--- src/design/sfwt_pkg.sv ---
package sfwt_pkg;

  typedef struct packed {
    logic [63:0] flow_key;
    logic [31:0] hash_first;
    logic [31:0] hash_second;
    logic [63:0] now_ms;
    logic [15:0] depth_first;
    logic [15:0] depth_second;
  } sfwt_in_t;

  typedef struct packed {
    logic [3:0] worker;
    logic       found;
    logic       reassigned;
    logic       table_full;
  } sfwt_out_t;

  typedef enum logic [2:0] {
    StClear,
    StIdle,
    StPick,
    StRead,
    StCheck,
    StDone
  } sfwt_state_e;

  typedef enum logic [0:0] {
    RegWorkerCount = 1'b0,
    RegIdleTimeout = 1'b1
  } sfwt_reg_e;

  localparam logic [4:0]  WorkerCountReset = 5'd1;
  localparam logic [31:0] IdleTimeoutReset = 32'd120000;

endpackage

--- src/design/sfwt_pick.sv ---
module sfwt_pick import sfwt_pkg::*; #(
  parameter int MaxWorkers = 16
) (
  input  logic        clk_i,
  input  logic        rst_ni,
  input  logic        start_i,
  input  logic [4:0]  count_i,
  input  logic [31:0] hash_a_i,
  input  logic [31:0] hash_b_i,
  input  logic [15:0] depth_a_i,
  input  logic [15:0] depth_b_i,
  output logic        done_o,
  output logic [3:0]  worker_o
);

  // Both remainders are formed bit-serially, one quotient bit per cycle for both hashes.
  localparam logic [4:0] MaxCount = (MaxWorkers > 16) ? 5'd16 : 5'(MaxWorkers);

  logic [4:0]  n_q, n_d;
  logic [31:0] qa_q, qa_d, qb_q, qb_d;
  logic [4:0]  ra_q, ra_d, rb_q, rb_d;
  logic [5:0]  cnt_q, cnt_d;
  logic        run_q, run_d;
  logic        done_q, done_d;
  logic [3:0]  worker_q, worker_d;
  logic [5:0]  ta, tb;
  logic [4:0]  ea, eb;

  always_comb begin
    n_d = n_q; qa_d = qa_q; qb_d = qb_q; ra_d = ra_q; rb_d = rb_q;
    cnt_d = cnt_q; run_d = run_q; done_d = 1'b0; worker_d = worker_q;
    ta = {ra_q, qa_q[31]};
    tb = {rb_q, qb_q[31]};
    ea = (ta >= {1'b0, n_q}) ? 5'(ta - {1'b0, n_q}) : ta[4:0];
    eb = (tb >= {1'b0, n_q}) ? 5'(tb - {1'b0, n_q}) : tb[4:0];
    if (start_i) begin
      n_d = (count_i == 5'd0) ? 5'd1 : ((count_i > MaxCount) ? MaxCount : count_i);
      qa_d = hash_a_i; qb_d = hash_b_i; ra_d = '0; rb_d = '0;
      cnt_d = '0; run_d = 1'b1;
    end else if (run_q) begin
      if (cnt_q == 6'd32) begin
        run_d = 1'b0;
        done_d = 1'b1;
        if (n_q == 5'd1) worker_d = '0;
        else if (ra_q == rb_q) worker_d = ra_q[3:0];
        else worker_d = (depth_a_i <= depth_b_i) ? ra_q[3:0] : rb_q[3:0];
      end else begin
        ra_d = ea; rb_d = eb;
        qa_d = {qa_q[30:0], 1'b0}; qb_d = {qb_q[30:0], 1'b0};
        cnt_d = cnt_q + 6'd1;
      end
    end
  end

  always_ff @(posedge clk_i or negedge rst_ni) begin
    if (!rst_ni) begin
      run_q <= 1'b0;
      done_q <= 1'b0;
    end else begin
      run_q <= run_d;
      done_q <= done_d;
    end
  end

  always_ff @(posedge clk_i) begin
    n_q <= n_d; qa_q <= qa_d; qb_q <= qb_d; ra_q <= ra_d; rb_q <= rb_d;
    cnt_q <= cnt_d; worker_q <= worker_d;
  end

  assign done_o = done_q;
  assign worker_o = worker_q;

endmodule

--- config.mk ---
export PLATFORM = sky130hd
export DESIGN_NAME = sfwt_pick
export DESIGN_NICKNAME = d
export VERILOG_FILES = /design/src/design/sfwt_pkg.sv /design/src/design/sfwt_pick.sv
export SDC_FILE = /design/constraint.sdc
export NUM_CORES = 1
export LEC_CHECK = 0
export BUFFER_PORTS_ARGS = -buffer_cell sky130_fd_sc_hd__buf_2
export CORE_ASPECT_RATIO = 1.5
export CORE_MARGIN = 3
export CORE_UTILIZATION = 45
export DETAILED_ROUTE_END_ITERATION = 7
export GPL_ROUTABILITY_DRIVEN = 0
export GPL_TIMING_DRIVEN = 0
export PLACE_DENSITY = 0.69
export SYNTH_ARGS = -nofsm -noshare
export SYNTH_HDL_FRONTEND = slang
export SYNTH_SLANG_ARGS = --single-unit
--- constraint.sdc ---
create_clock -name clk_i -period 5 [get_ports clk_i]
set_clock_uncertainty 0.15 [all_clocks]
set_input_delay 0.5 -clock clk_i [delete_from_list [all_inputs] [get_ports clk_i]]
set_output_delay 0.5 -clock clk_i [all_outputs]
set_load 0.05 [all_outputs]
==> results of run 1 <==
kinds of logic after synthesis:
group / after synthesis / share of synthesized area, %
muxes: 66 / 15.86
DFF: 91 / 55.05
xor gates and xnor gates: 6 / 1.129
AOI/OAI and AO/OA: 44 / 6.452
and+or+nand+nor: 83 / 9.301
adders and majority gates: 32 / 8.925
buffers and inverters: 40 / 3.280
layout by cell type, fill, tap and decap left out, drive strengths merged, types with 4 or more instances in the layout:
master | synthesis | final
buf | 3 | 112
edfxtp | 73 | 73
mux2 | 62 | 62
ha | 30 | 30
inv | 30 | 30
nand2 | 24 | 24
clkbuf | 7 | 17
nor2 | 16 | 16
dfxtp | 16 | 16
o21ai | 11 | 11
a21oi | 8 | 8
and2 | 6 | 6
nor2b | 6 | 6
nand4 | 5 | 5
nor3 | 5 | 5
o21a | 5 | 5
xor2 | 4 | 4
a21o | 4 | 4
mux2i | 4 | 4
or3 | 4 | 4
state kept, by name, indices dropped and copies added (netlist names):
signal / count
cnt_q: 6
n_q: 5
done_o: 1
worker_o: 4
run_q: 1
rb_q: 5
qa_q: 32
ra_q: 5
qb_q: 32
routing by layer:
| layer | wire length [um] | global-route usage (%) | up-vias | part of all wire (%) |
|---|---|---|---|---|
| li1 | - | - | 1587 | - |
| met1 | 3485 | 17.71 | 1463 | 40 |
| met2 | 4435 | 27.91 | 93 | 51 |
| met3 | 600 | 4.391 | 14 | 6.9 |
| met4 | 197 | 6.661 | 0 | 2.3 |
| met5 | 0 | 0 | - | 0 |
cell type report:
class	count	area [um^2]	share of cell area [%]
flip-flops and latches	91	2562	45.05
multi-input cells	231	1939	34.10
repair buffers	110	570.5	10.03
clock buffers	10	229.0	4.026
well taps	115	143.9	2.530
inverters	30	112.6	1.980
clock inverters	6	90.09	1.584
plain buffers	10	40.04	0.7039
cells in the mapped netlist, types with 4 or more instances:
library cell,instances
a21o_1,4
a21oi_1,8
and2_1,6
clkbuf_1,7
dfxtp_1,16
edfxtp_1,73
ha_1,30
inv_1,30
mux2_2,62
mux2i_1,4
nand2_1,24
nand4_1,5
nor2_1,16
nor2b_1,6
nor3_1,5
o21a_1,5
o21ai_0,11
or3_1,4
xor2_1,4
power by group through the flow:
| stage | Combinational (mW) | Clock [mW] | Sequential, mW |
|---|---|---|---|
| 6_report | 0.417 | 0.719 | 0.972 |
| 5_1_grt | 0.482 | 0.752 | 0.985 |
| 4_1_cts | 0.419 | 0.733 | 0.973 |
| 3_5_place_dp | 0.416 | 0 | 0.988 |
| 3_3_place_gp | 0.398 | 0 | 0.985 |
| 2_1_floorplan | 0.311 | 0 | 0.968 |
worst max-delay path, cell delays in order, from the launching register on:
cell and delay (ps):
dfxtp_1 380, inv_1 60, ha_1 190, nor4b_2 170, a21boi_1 320, nor2_1 140
inv_2 430, buf_12 300
worst min-delay path by stage:
stage	from	end	slack, ps	depth (start not counted)
CTS	hash_b_i[0]	qb_q[0]	290	2
detailed placement	rst_ni	run_q	140	1
finish	hash_b_i[0]	qb_q[0]	300	2
floorplan	rst_ni	done_o	50	0
global route	hash_b_i[0]	qb_q[0]	310	2
global placement	rst_ni	done_o	130	1
what timing repair did:
action | CTS | global route
resized for setup | 0 | 0
hold buffers | 1 | 0
hold endpoints to repair | 2 | 0
buffers inserted | 0 | 0
==> flow_summary.ini, run 1 <==
[die]
fp.dieW_um = 89.04
coreArea_mm2 = 0.009910
die_y_um = 130.6
dieArea_mm2 = 0.01163
pin_count = 109
rows = 44
start_util_pct = 46.97

[setup_path]
regToRegEndpoint = qb_q[2]
crit_end = qb_q[2]
r2r_slack_ps = 2520
crit_type = flop to flop
start_kind = flop
cp-startpoint = cnt_q[0]
critPathMaxFanout = 41
required_ps = 4880
end_kind = flop
worstPathArrival_ps = 2360
rr_worst_depth = 7
reg2reg_from = cnt_q[0]

[power_and_ir_drop]
ir_drop_uv = 227.7
p_leak_nw = 2.467
power_density_mw_per_mm2 = 370.4
seqPwrFrac_pct = 46.1
fin_total_pwr_mw = 2.107
swShare_pct = 25.02
p_switching_mw = 0.5272
pwr-share-comb_pct = 19.8
p_clk_share_pct = 34.1
p_int_mw = 1.580

[timing]
period_share_pct = 49.64
tightest_slew_ps = 750.6
period_needed_ps = 2482
rsz0062_at_grt = false
whs_ps = 298.3
tns_ps = 0
fmax_ghz = 0.4029
setup_viol = 0
drv_slew = 0
fin_ws_ps = 2518
finalHoldViolCount = 0
max_slew_margin_pct = 49.96

[drt]
drtIter0Drc = 87
drt-total-wl_mm = 8.719
final_antenna_net_count = 0
drt_pass1_iterations = 4
routedWlPerCell_um = 14.46
num_vias = 3157
vias_per_cell = 5.235
drc = 0

[final_layout]
fill_cells = 804
finalInstanceArea_mm2 = 0.005688
synthToLayoutAreaGrowth_pct = 22.20
final_cell_count_no_fill = 603
diodes = 0
final_core_util_pct = 57.40
drive_above_1_share_pct = 39.34
layout.nets = 619

[flow_run]
cap_violations = 0

[place]
pre_cts_ws_ps = 2355
portBuffers = 108
dp_hpwl_mm = 6.746
dpl_cell_area_mm2 = 0.005359
dp_cells = 586

[clock_network]
cts.sinks = 91
cts-root-buf = clkbuf_16
h-tree-depth = 3
path_clk_slew_ps = 60
cts_tree = done
clk_latency_ps = 340
clk_path_buf_depth = 2
cts-buffers-inserted = 9

[synth]
yosysTopAreaCell = edfxtp_1
synth_top_area_share_pct = 47.10
synth-seq-cells = 91
synthesis.nets = 498
syn_inst = 362
netlist_area_mm2 = 0.004654
ys_warn_count = 0
synth-edff-count = 73
synthFlopType = edfxtp_1
synth_area_leaders = edfxtp_1 47%, mux2_2 15%, ha_1 8.1%
ys_seq_area_share_pct = 55.05
synth.avg_cell_area_um2 = 12.86
ys_types = 45
async_flop_share_pct = 2.198

[global_route]
antenna_found_initial = 0
grt-ovfl-total = 0
grt_max_degree = 42
grt_pass1_wl_mm = 14.23
grt_use_total_pct = 15.84
grt_pass1_vias = 3233

[hold_path]
hp-class = input pin to flop

[run_status]
status = finished, final reports clean
No activity file was read; power rests on OpenSTA's default activity.
==> run 2, diff against run 1 <==
==> constraint.sdc (replaced) <==
create_clock -name clk_i -period 2.6 [get_ports clk_i]
set_clock_uncertainty 0.15 [all_clocks]
set_input_delay 0.26 -clock clk_i [delete_from_list [all_inputs] [get_ports clk_i]]
set_output_delay 0.26 -clock clk_i [all_outputs]
set_load 0.05 [all_outputs]
==> run 2 against run 1 <==
Against the previous run:
- register-to-register slack worse by 2400 ps
- global-route usage up 0.61 points
- count of clock-buffer cells in the layout did not move
- non-clock buffer count down 1
- largest cell class unchanged
==> flow_summary.ini, run 2 (synthesized netlist as in run 1, its figures left out) <==
[die]
fp.dieW_um = 89.04
pin_count = 109
rows = 44
start_util_pct = 46.97
coreArea_mm2 = 0.009910
dieArea_mm2 = 0.01163
die_y_um = 130.6

[final_layout]
synthToLayoutAreaGrowth_pct = 21.99
final_cell_count_no_fill = 603
drive_above_1_share_pct = 40.37
mostFrequentLayoutCells = 110 x buf_2, 73 x edfxtp_1, 62 x mux2_2
diodes = 0
layout.nets = 619
reg_top3 = qa_q (32), qb_q (32), cnt_q (6)
final_common_cell = buf_2

[place]
dp_hpwl_mm = 6.716
portBuffers = 108
pre_cts_ws_ps = -552.6
dp_cells = 585

[power_and_ir_drop]
pwr-share-comb_pct = 20.2
p_clk_share_pct = 32.5
swShare_pct = 25.48
p_int_mw = 2.943
p_switching_mw = 1.006
p_leak_nw = 2.454
ir_drop_uv = 433.2
seqPwrFrac_pct = 47.3
power_density_mw_per_mm2 = 695.5

[timing]
fmax_ghz = 0.4050
fin_ws_ps = 130.9
period_needed_ps = 2469
max_slew_margin_pct = 50.18
rsz0062_at_grt = true
finalHoldViolCount = 0
drv_slew = 0
period_share_pct = 94.96
setup_viol = 0
tightest_slew_ps = 747.2

[clock_network]
h-tree-depth = 3
clk_latency_ps = 340
cts_tree = done
clk_path_buf_depth = 2
cts-root-buf = clkbuf_16
cts-buffers-inserted = 9
cts.sinks = 91
post_cts_buffers = 0
path_clk_slew_ps = 60

[global_route]
use_met2_pct = 28.43
grt_max_degree = 34
grt_pass1_vias = 3359
use_met1_pct = 17.72
use_met3_pct = 5.772
grt_use_total_pct = 16.45
grt-ovfl-total = 0
gr-max-usage-layer = met2
antenna_found_initial = 0
grt_pass1_wl_mm = 14.75

[hold_path]
hold_depth = 2
hp-class = input pin to flop

[drt]
routedWlPerCell_um = 14.89
drc = 0
drtIter0Drc = 53
drt-total-wl_mm = 8.981
final_antenna_net_count = 0
vias_per_cell = 5.262
num_vias = 3173
drt_pass1_iterations = 4

[flow_run]
cap_violations = 0

[setup_path]
start_kind = flop
required_ps = 2320
critPathMaxFanout = 33
worstPathArrival_ps = 2190
end_kind = flop
rr_worst_depth = 6
crit_type = flop to flop

[run_status]
status = finished, final reports clean
==> run 2: timing repair <==
action,in CTS,in global routing
cloned,1,0
hold endpoints to repair,2,0
endpoints found under the setup margin,65,65
hold buffers,1,0
resized for setup,2,5
==> run 2: power groups by stage <==
stage / combinational, mW / sequential (mW) / clock (mW)
6_report: 0.797 / 1.87 / 1.28
5_1_grt: 0.918 / 1.89 / 1.37
4_1_cts: 0.803 / 1.87 / 1.32
3_5_place_dp: 0.795 / 1.90 / 0
3_3_place_gp: 0.771 / 1.90 / 0
2_1_floorplan: 0.601 / 1.86 / 0
==> run 2: layout make-up <==
class                           count  area, um^2
Clock inverter                      6       66.31
Timing Repair Buffer              109       550.5
Timing Repair inverter              1       7.507
Inverter                           30       116.4
Sequential cell                    91        2565
Multi-Input combinational cell    231        1959
Fill cell                         833        4232
Tap cell                          115       143.9
Clock buffer                       10       229.0
Buffer                             10       40.04
==> run 2: worst paths after layout <==
check	start	end	slack, ps
max	cnt_q[0]	qa_q[21]	130
min	hash_a_i[0]	qa_q[0]	60
max reg2reg	cnt_q[0]	qa_q[21]	130
min reg2reg	ra_q[4]	ra_q[4]	310
max in group asynchronous	rst_ni	done_o	2100
min in group asynchronous	rst_ni	run_q	110
==> run 2: per-layer routing <==
| layer | part of all wire, % | wire [um] |
|---|---|---|
| met5 | 0 | 0 |
| met3 | 8.6 | 773 |
| met1 | 38 | 3419 |
| met4 | 2.4 | 213 |
| met2 | 51 | 4574 |
==> run 2: metrics by stage <==
stage | total power [mW] | util, % | setup TNS, ps | area, um^2 | hold WS (ps)
floorplan | 2.463 | - | 0 | 4669 | -185.6
global placement | 2.666 | 54.03 | -32690 | 5354 | -105.8
detailed placement | 2.698 | 54.03 | -35820 | 5354 | -103.5
CTS | 3.998 | 57.23 | 0 | 5672 | 43.27
global route | 4.182 | 57.30 | -4163 | 5678 | 50.96
finish | 3.949 | 57.30 | 0 | 5678 | 58.08
==> run 2: critical path, stage by stage (launching register included) <==
cell and delay, ps:
dfxtp_2 340, inv_1 50, ha_1 140, nor4b_4 290, a21boi_2 170, nor2_4 210
clkinvlp_4 620
